$ cat config.mk
export PLATFORM = sky130hd
export DESIGN_NAME = arp_cache_resolver_unit
export DESIGN_NICKNAME = d
export VERILOG_FILES = /design/src/acr_pkg.sv /design/src/arp_cache_resolver_unit.sv /design/src/acr_ram.sv /design/src/acr_engine.sv
export SDC_FILE = /design/constraint.sdc
export NUM_CORES = 1
export LEC_CHECK = 0
export BUFFER_PORTS_ARGS = -buffer_cell sky130_fd_sc_hd__buf_2
export CORE_MARGIN = 4
export CORE_UTILIZATION = 30
export CTS_CLUSTER_SIZE = 10
export DETAILED_ROUTE_END_ITERATION = 8
export GPL_ROUTABILITY_DRIVEN = 0
export GPL_TIMING_DRIVEN = 0
export SETUP_SLACK_MARGIN = 0.1
export SLEW_MARGIN = 20
export SYNTH_ARGS = -nofsm -noshare
export SYNTH_HDL_FRONTEND = slang
export SYNTH_SLANG_ARGS = --single-unit
$ cat constraint.sdc
create_clock -name clk -period 7.05 [get_ports clk]
set_input_delay 1.0575 -clock clk [delete_from_list [all_inputs] [get_ports clk]]
set_output_delay 1.0575 -clock clk [all_outputs]
set_load 0.01 [all_outputs]
$ cat src/acr_pkg.sv
package acr_pkg;

  localparam logic       OP_RESOLVE = 1'b0;
  localparam logic       OP_ADD     = 1'b1;

  localparam logic [1:0] STATUS_OK   = 2'd0;
  localparam logic [1:0] STATUS_MISS = 2'd1;
  localparam logic [1:0] STATUS_FULL = 2'd2;

  localparam logic [1:0] REG_SUBNET_MASK     = 2'd0;
  localparam logic [1:0] REG_NETWORK_ADDRESS = 2'd1;
  localparam logic [1:0] REG_GATEWAY_ADDRESS = 2'd2;

  localparam logic [1:0] KIND_FREE = 2'd0;
  localparam logic [7:0] COUNT_MAX = 8'hFF;

  typedef struct packed {
    logic [31:0] ip;
    logic [47:0] mac;
    logic [1:0]  kind;
    logic [7:0]  count;
  } acr_entry_t;

  typedef struct packed {
    logic        op;
    logic [31:0] key;
    logic [47:0] mac;
    logic [1:0]  kind;
  } acr_req_t;

  typedef struct packed {
    logic [1:0]  status;
    logic [47:0] mac;
    logic [31:0] hop;
    logic [5:0]  slot;
  } acr_result_t;

endpackage

$ cat src/arp_cache_resolver_unit.sv
// IPv4-to-MAC address cache with TABLE_ENTRIES slots held in one RAM.
// Input channel (in_valid/in_stall): opcode 0 resolves ip_address through
// the subnet mask, network address and gateway registers to a next hop and
// looks it up; opcode 1 adds or updates the entry for ip_address with
// mac_address and entry_kind. Each transfer yields exactly one result on the
// output channel (out_valid/out_stall): status, resolved_mac, next_hop_ip
// and slot_index.
// The table is scanned one slot per cycle through the registered RAM read
// port, and the scan stops at the first matching slot; then a commit state
// writes back the hit entry with its count raised, or the new entry of an
// add. One item is in work at a time: a new transfer is taken only once the
// last result has left the engine.
// A finished result waits in the output register, and the next item is
// taken while it waits; a stalled receiver holds the engine once a second
// result is ready.
// Reset clears the config registers and marks every slot as cleared (IP 0,
// MAC 0, free, count 0) through per-slot valid bits; no sweep. The user must
// write configuration over the APB port while idle; the block does not check.
module arp_cache_resolver_unit #(
  parameter int TABLE_ENTRIES = 8
) (
  input  logic        clk,
  input  logic        rst,
  input  logic        psel,
  input  logic        penable,
  input  logic        pwrite,
  input  logic [3:0]  paddr,
  input  logic [31:0] pwdata,
  output logic [31:0] prdata,
  output logic        pready,
  input  logic        in_valid,
  output logic        in_stall,
  input  logic        opcode,
  input  logic [31:0] ip_address,
  input  logic [47:0] mac_address,
  input  logic [1:0]  entry_kind,
  output logic        out_valid,
  input  logic        out_stall,
  output logic [1:0]  status,
  output logic [47:0] resolved_mac,
  output logic [31:0] next_hop_ip,
  output logic [5:0]  slot_index
);

  logic [31:0] subnet_mask;
  logic [31:0] network_address;
  logic [31:0] gateway_address;

  logic                 cfg_write;
  logic                 engine_idle;
  logic                 in_take;
  acr_pkg::acr_req_t    req;
  logic                 res_valid;
  acr_pkg::acr_result_t res;
  logic                 res_take;

  assign pready    = 1'b1;
  assign cfg_write = psel && penable && pwrite && pready;

  always_ff @(posedge clk) begin
    if (rst) begin
      subnet_mask     <= '0;
      network_address <= '0;
      gateway_address <= '0;
    end else if (cfg_write) begin
      case (paddr[3:2])
        acr_pkg::REG_SUBNET_MASK:     subnet_mask     <= pwdata;
        acr_pkg::REG_NETWORK_ADDRESS: network_address <= pwdata;
        acr_pkg::REG_GATEWAY_ADDRESS: gateway_address <= pwdata;
        default: begin
        end
      endcase
    end
  end

  always_comb begin
    case (paddr[3:2])
      acr_pkg::REG_SUBNET_MASK:     prdata = subnet_mask;
      acr_pkg::REG_NETWORK_ADDRESS: prdata = network_address;
      acr_pkg::REG_GATEWAY_ADDRESS: prdata = gateway_address;
      default:                      prdata = '0;
    endcase
  end

  assign in_stall = !engine_idle;
  assign in_take  = in_valid && !in_stall;

  always_comb begin
    req.op   = opcode;
    req.mac  = mac_address;
    req.kind = entry_kind;
    if ((opcode == acr_pkg::OP_RESOLVE) &&
        ((ip_address & subnet_mask) != network_address)) begin
      req.key = gateway_address;
    end else begin
      req.key = ip_address;
    end
  end

  acr_engine #(
    .TABLE_ENTRIES(TABLE_ENTRIES)
  ) u_engine (
    .clk      (clk),
    .rst      (rst),
    .req_valid(in_take),
    .req_in   (req),
    .idle     (engine_idle),
    .res_valid(res_valid),
    .res      (res),
    .res_take (res_take)
  );

  assign res_take = res_valid && (!out_valid || !out_stall);

  always_ff @(posedge clk) begin
    if (rst) begin
      out_valid <= 1'b0;
    end else if (res_take) begin
      out_valid <= 1'b1;
    end else if (!out_stall) begin
      out_valid <= 1'b0;
    end
  end

  always_ff @(posedge clk) begin
    if (res_take) begin
      status       <= res.status;
      resolved_mac <= res.mac;
      next_hop_ip  <= res.hop;
      slot_index   <= res.slot;
    end
  end

  a_busy_after_transfer: assert property (@(posedge clk) disable iff (rst)
    in_take |=> in_stall)
    else $error("engine took a transfer without going busy");

  a_miss_fields: assert property (@(posedge clk) disable iff (rst)
    (out_valid && (status == acr_pkg::STATUS_MISS)) |->
      ((resolved_mac == 48'd0) && (slot_index == 6'd0)))
    else $error("miss result carries a MAC or slot");

  a_full_fields: assert property (@(posedge clk) disable iff (rst)
    (out_valid && (status == acr_pkg::STATUS_FULL)) |->
      ((resolved_mac == 48'd0) && (slot_index == 6'd0)))
    else $error("table full result carries a MAC or slot");

  a_slot_range: assert property (@(posedge clk) disable iff (rst)
    out_valid |-> (32'(slot_index) < 32'(TABLE_ENTRIES)))
    else $error("slot index beyond table");

endmodule

$ cat src/acr_ram.sv
module acr_ram #(
  parameter int WIDTH = 8,
  parameter int DEPTH = 8
) (
  input  logic                                  clk,
  input  logic                                  wr_en,
  input  logic [(DEPTH > 1 ? $clog2(DEPTH) : 1)-1:0] wr_addr,
  input  logic [WIDTH-1:0]                      wr_data,
  input  logic                                  rd_en,
  input  logic [(DEPTH > 1 ? $clog2(DEPTH) : 1)-1:0] rd_addr,
  output logic [WIDTH-1:0]                      rd_data
);

  logic [WIDTH-1:0] mem [DEPTH];

  always_ff @(posedge clk) begin
    if (wr_en) begin
      mem[wr_addr] <= wr_data;
    end
    if (rd_en) begin
      rd_data <= mem[rd_addr];
    end
  end

endmodule

$ cat src/acr_engine.sv
module acr_engine #(
  parameter int TABLE_ENTRIES = 8
) (
  input  logic                 clk,
  input  logic                 rst,
  input  logic                 req_valid,
  input  acr_pkg::acr_req_t    req_in,
  output logic                 idle,
  output logic                 res_valid,
  output acr_pkg::acr_result_t res,
  input  logic                 res_take
);

  localparam int IDXW = (TABLE_ENTRIES > 1) ? $clog2(TABLE_ENTRIES) : 1;
  localparam int CNTW = $clog2(TABLE_ENTRIES + 1);
  localparam logic [IDXW-1:0] LAST_IDX = IDXW'(TABLE_ENTRIES - 1);
  localparam logic [CNTW-1:0] NUM_ENTRIES = CNTW'(TABLE_ENTRIES);
  localparam int EW = $bits(acr_pkg::acr_entry_t);

  typedef enum logic [3:0] {
    S_IDLE   = 4'b0001,
    S_SCAN   = 4'b0010,
    S_COMMIT = 4'b0100,
    S_RESULT = 4'b1000
  } state_t;

  state_t               state;
  acr_pkg::acr_req_t    req;
  logic [CNTW-1:0]      issue_cnt;
  logic                 rd_pend;
  logic [IDXW-1:0]      rd_idx;
  logic                 rd_ent_vld;
  logic [TABLE_ENTRIES-1:0] entry_valid;
  logic                 found;
  logic                 free_found;
  logic [IDXW-1:0]      hit_idx;
  logic [IDXW-1:0]      free_idx;
  acr_pkg::acr_entry_t  hit;
  acr_pkg::acr_result_t result;
  acr_pkg::acr_result_t result_next;

  logic                 issue;
  logic [IDXW-1:0]      rd_addr;
  logic [EW-1:0]        rd_data;
  acr_pkg::acr_entry_t  entry;
  logic                 match;
  logic                 wr_en;
  logic [IDXW-1:0]      wr_addr;
  acr_pkg::acr_entry_t  wr_data;

  assign issue   = (state == S_SCAN) && (issue_cnt < NUM_ENTRIES);
  assign rd_addr = issue_cnt[IDXW-1:0];
  assign entry   = rd_ent_vld ? acr_pkg::acr_entry_t'(rd_data) : '0;
  assign match   = rd_pend && (entry.ip == req.key);

  always_comb begin
    wr_addr = found ? hit_idx : free_idx;
    wr_en   = (state == S_COMMIT) &&
              (found || ((req.op == acr_pkg::OP_ADD) && free_found));
    if (req.op == acr_pkg::OP_RESOLVE) begin
      wr_data.ip    = hit.ip;
      wr_data.mac   = hit.mac;
      wr_data.kind  = hit.kind;
      wr_data.count = (hit.count == acr_pkg::COUNT_MAX) ? hit.count : 8'(hit.count + 8'd1);
    end else begin
      wr_data.ip    = req.key;
      wr_data.mac   = req.mac;
      wr_data.kind  = req.kind;
      wr_data.count = '0;
    end
  end

  always_comb begin
    result_next.hop = req.key;
    result_next.mac = '0;
    result_next.slot = '0;
    if (found) begin
      result_next.status = acr_pkg::STATUS_OK;
      result_next.slot   = 6'(hit_idx);
      if (req.op == acr_pkg::OP_RESOLVE) begin
        result_next.mac = hit.mac;
      end
    end else if (req.op == acr_pkg::OP_RESOLVE) begin
      result_next.status = acr_pkg::STATUS_MISS;
    end else if (free_found) begin
      result_next.status = acr_pkg::STATUS_OK;
      result_next.slot   = 6'(free_idx);
    end else begin
      result_next.status = acr_pkg::STATUS_FULL;
    end
  end

  acr_ram #(
    .WIDTH(EW),
    .DEPTH(TABLE_ENTRIES)
  ) u_table (
    .clk    (clk),
    .wr_en  (wr_en),
    .wr_addr(wr_addr),
    .wr_data(EW'(wr_data)),
    .rd_en  (issue),
    .rd_addr(rd_addr),
    .rd_data(rd_data)
  );

  always_ff @(posedge clk) begin
    if (rst) begin
      state       <= S_IDLE;
      entry_valid <= '0;
      rd_pend     <= 1'b0;
    end else begin
      rd_pend    <= issue;
      rd_idx     <= rd_addr;
      rd_ent_vld <= entry_valid[rd_addr];
      if (issue) begin
        issue_cnt <= CNTW'(issue_cnt + 1'b1);
      end
      if (wr_en) begin
        entry_valid[wr_addr] <= 1'b1;
      end
      case (state)
        S_IDLE: begin
          if (req_valid) begin
            req        <= req_in;
            issue_cnt  <= '0;
            found      <= 1'b0;
            free_found <= 1'b0;
            state      <= S_SCAN;
          end
        end
        S_SCAN: begin
          if (rd_pend) begin
            if (match) begin
              found   <= 1'b1;
              hit_idx <= rd_idx;
              hit     <= entry;
              state   <= S_COMMIT;
            end else begin
              if (entry.kind == acr_pkg::KIND_FREE) begin
                free_found <= 1'b1;
                free_idx   <= rd_idx;
              end
              if (rd_idx == LAST_IDX) begin
                state <= S_COMMIT;
              end
            end
          end
        end
        S_COMMIT: begin
          result <= result_next;
          state  <= S_RESULT;
        end
        S_RESULT: begin
          if (res_take) begin
            state <= S_IDLE;
          end
        end
        default: begin
          state <= S_IDLE;
        end
      endcase
    end
  end

  assign idle      = (state == S_IDLE);
  assign res_valid = (state == S_RESULT);
  assign res       = result;

endmodule

==> flow_metrics.env <==
export IMPL_ys_warn_count=0
export IMPL_globalRouteOverflowTotal=0
export IMPL_viasPerCell=4.79
export IMPL_synth_cells=2499
export IMPL_finish_utilization_pct=36.3
export IMPL_min_period_over_period_pct=58.0
export IMPL_fin_cells=5046
export IMPL_fin_setup_tns_ns=0
export IMPL_vdd_drop_max_mv=0.240
export IMPL_cts_tree="done"
export IMPL_grt_pass1_vias=24538
export IMPL_die_width_um=399
export IMPL_p_comb_share_pct=5.1
export IMPL_relSlewSlack_pct=27.0
export IMPL_fp_row_count=143
export IMPL_outcome="complete, no violations"
export IMPL_postCtsSetupBuffers=0
export IMPL_synth_top_area_cell="edfxtp_1"
export IMPL_dieArea_um2=159000
export IMPL_ioPinCount=249
export IMPL_synthTopCellsByCount="1,089 x edfxtp_1, 273 x nand2_1, 197 x mux2_2"
export IMPL_clkSinkCount=1199
export IMPL_start_util_pct=30.2
export IMPL_antenna_found_initial=6
export IMPL_insertion_delay_ns=0.75
export IMPL_dp_cells=4839
export IMPL_place_ws_ns=2.95
export IMPL_finalCriticalPeriod_ns=4.09
export IMPL_place_detailed_hpwl_um=77300
export IMPL_p_leak_nw=18.0
export IMPL_synthTopCellsByArea="edfxtp_1 71%, mux4_2 8.1%, mux2_2 4.8%"
export IMPL_required_ns=5.99
export IMPL_setup_violations=0
export IMPL_clk_pin_slew_ns=0.06
export IMPL_synth_top_cell_area_share_pct=71.2
export IMPL_skew_ns=0.0323
export IMPL_seqPwrFrac_pct=52.3
export IMPL_cp_start_kind="primary input"
export IMPL_tightest_slew_ns=1.10
export IMPL_wl_per_cell_um=23.1
export IMPL_path_max_fanout=10
export IMPL_fmax_ghz=0.244
export IMPL_yosysMostFrequentCell="edfxtp_1"
export IMPL_drcViolationCount=0
export IMPL_num_fill_cells=14113
export IMPL_wirelength_um=117000
export IMPL_drive_gt1_share_pct=29.2
export IMPL_grt_use_total_pct=14.5
export IMPL_rsz0062_at_grt="no"
export IMPL_netlist_area_um2=45900
export IMPL_holdCritPathClass="register to register"
export IMPL_io_buffers=241
export IMPL_cts_htree_levels=4
export IMPL_vias=24183
export IMPL_finalHoldViolCount=0
export IMPL_ctsResizeCount=0
export IMPL_synth_cell_types=62
export IMPL_switching_share_pct=21.3
export IMPL_grt_pass1_wl_um=169000
export IMPL_ctsHoldBuffers=0
export IMPL_max_cap_violations=0
export IMPL_root_buffer="clkbuf_16"
export IMPL_grt_max_degree=32
export IMPL_ys_ff_latch=1199
export IMPL_critical_path_class="primary input to output port"
export IMPL_slew_viol_final=0
export IMPL_power_total_mw=15.0
export IMPL_cts_buffers=139
export IMPL_synth_avg_cell_area_um2=18.4
export IMPL_first_pass_iters=6
export IMPL_fin_ws_ns=2.96
export IMPL_p_int_mw=11.8
export IMPL_synth_edff_count=1089
export IMPL_critPathArrivalTime_ns=3.03
export IMPL_switching_power_mw=3.20
export IMPL_power_density_nw_per_um2=272
export IMPL_coreArea_um2=152000
export IMPL_cts_buffer_depth=3
export IMPL_clkPwrFrac_pct=42.7
export IMPL_postRouteAntennaNets=0
export IMPL_dieHeight_um=399
export IMPL_final_nets=3077
export IMPL_drt_iter0_markers=2480
export IMPL_cp_end_kind="output port"
export IMPL_ys_flop_type="edfxtp_1"
export IMPL_area_delta_synth_final_pct=20.3
export IMPL_ys_seq_area_share_pct=76.0
export IMPL_async_flop_share_pct=0
## sequential cells by signal, indices dropped and copies added, names as in the netlist
register	cells
u_engine.entry_valid	8
subnet_mask	32
u_engine.hit_idx	3
u_engine.issue_cnt	4
gateway_address	32
u_engine.u_table.mem	656
u_engine.res	85
resolved_mac	48
u_engine.rd_ent_vld	1
u_engine.free_found	1
u_engine.rd_pend	1
status	2
next_hop_ip	32
u_engine.state	4
u_engine.req	83
u_engine.u_table.rd_data	82
network_address	32
u_engine.hit	82
u_engine.rd_idx	3
out_valid	1
u_engine.free_idx	3
u_engine.found	1
slot_index	3
## metrics by stage
step | cell area, µm² | hold WS (ns)
6_report | 55300 | 0.402
5_1_grt | 55300 | 0.412
3_5_place_dp | 51300 | 0.405
2_1_floorplan | 45900 | 0.400
4_1_cts | 55200 | 0.402
3_3_place_gp | 49700 | 0.401
## area by class of cell
| type | instances | area (µm²) | area share [%] |
|---|---|---|---|
| Antenna cell | 4 | 10.0 | 0.0181 |
| Buffer | 132 | 544 | 0.985 |
| Clock buffer | 189 | 3730 | 6.75 |
| Clock inverter | 14 | 211 | 0.383 |
| Inverter | 18 | 67.6 | 0.122 |
| Multi-Input combinational cell | 1152 | 10500 | 19.0 |
| Sequential cell | 1199 | 34900 | 63.2 |
| Tap cell | 2030 | 2540 | 4.60 |
| Timing Repair Buffer | 308 | 2740 | 4.96 |
## layer usage
metal	track usage (%)	share of wire, %	vias up
li1	-	-	10597
met1	18.9	41	12534
met2	23.7	49	814
met3	3.05	6.2	234
met4	5.90	3.7	4
met5	0	0.028	-
## final timing paths
path	slack, ns	to	startpoint	depth (start not counted)
worst max-delay path	2.96	prdata[15]	paddr[2]	6
worst min-delay path	0.40	next_hop_ip[5]	u_engine.res[11]	0
worst max register to register	3.08	u_engine.hit[36]	u_engine.rd_ent_vld	9
worst min register to register	0.40	next_hop_ip[5]	u_engine.res[11]	0
## cell usage in the layout, fill, tap and decap left out, drive strengths merged, types with 52 or more instances in the layout
cell type  instances
a21oi             99
and2              81
buf              343
clkbuf           286
dfxtp            110
edfxtp          1089
mux2             197
mux4             166
nand2            276
nor2              52
## cells by family after synthesis
group           Yosys count  share of synthesized area, %
fa+ha+maj                 1                        0.0272
buf+inv                 150                          1.32
xor+xnor                 43                         0.820
simple gates            517                          5.64
compound gates          191                          2.47
other cells               2                        0.0164
flops                  1199                          76.0
mux                     396                          13.7
## power by group through the flow
stage	Clock, mW	Sequential (mW)	Combinational, mW
floorplan	0	7.96	0.491
global placement	0	8.00	0.744
detailed placement	0	7.99	0.768
CTS	6.55	7.85	0.771
global route	6.86	7.84	0.815
finish	6.40	7.85	0.758
## critical path: stages
cell      delay (ns)
buf_2           0.09
clkbuf_1        0.36
clkbuf_1        0.77
mux2i_1         0.17
o21ai_0         0.38
buf_2           0.21
No activity file was read; power rests on OpenSTA's default activity.
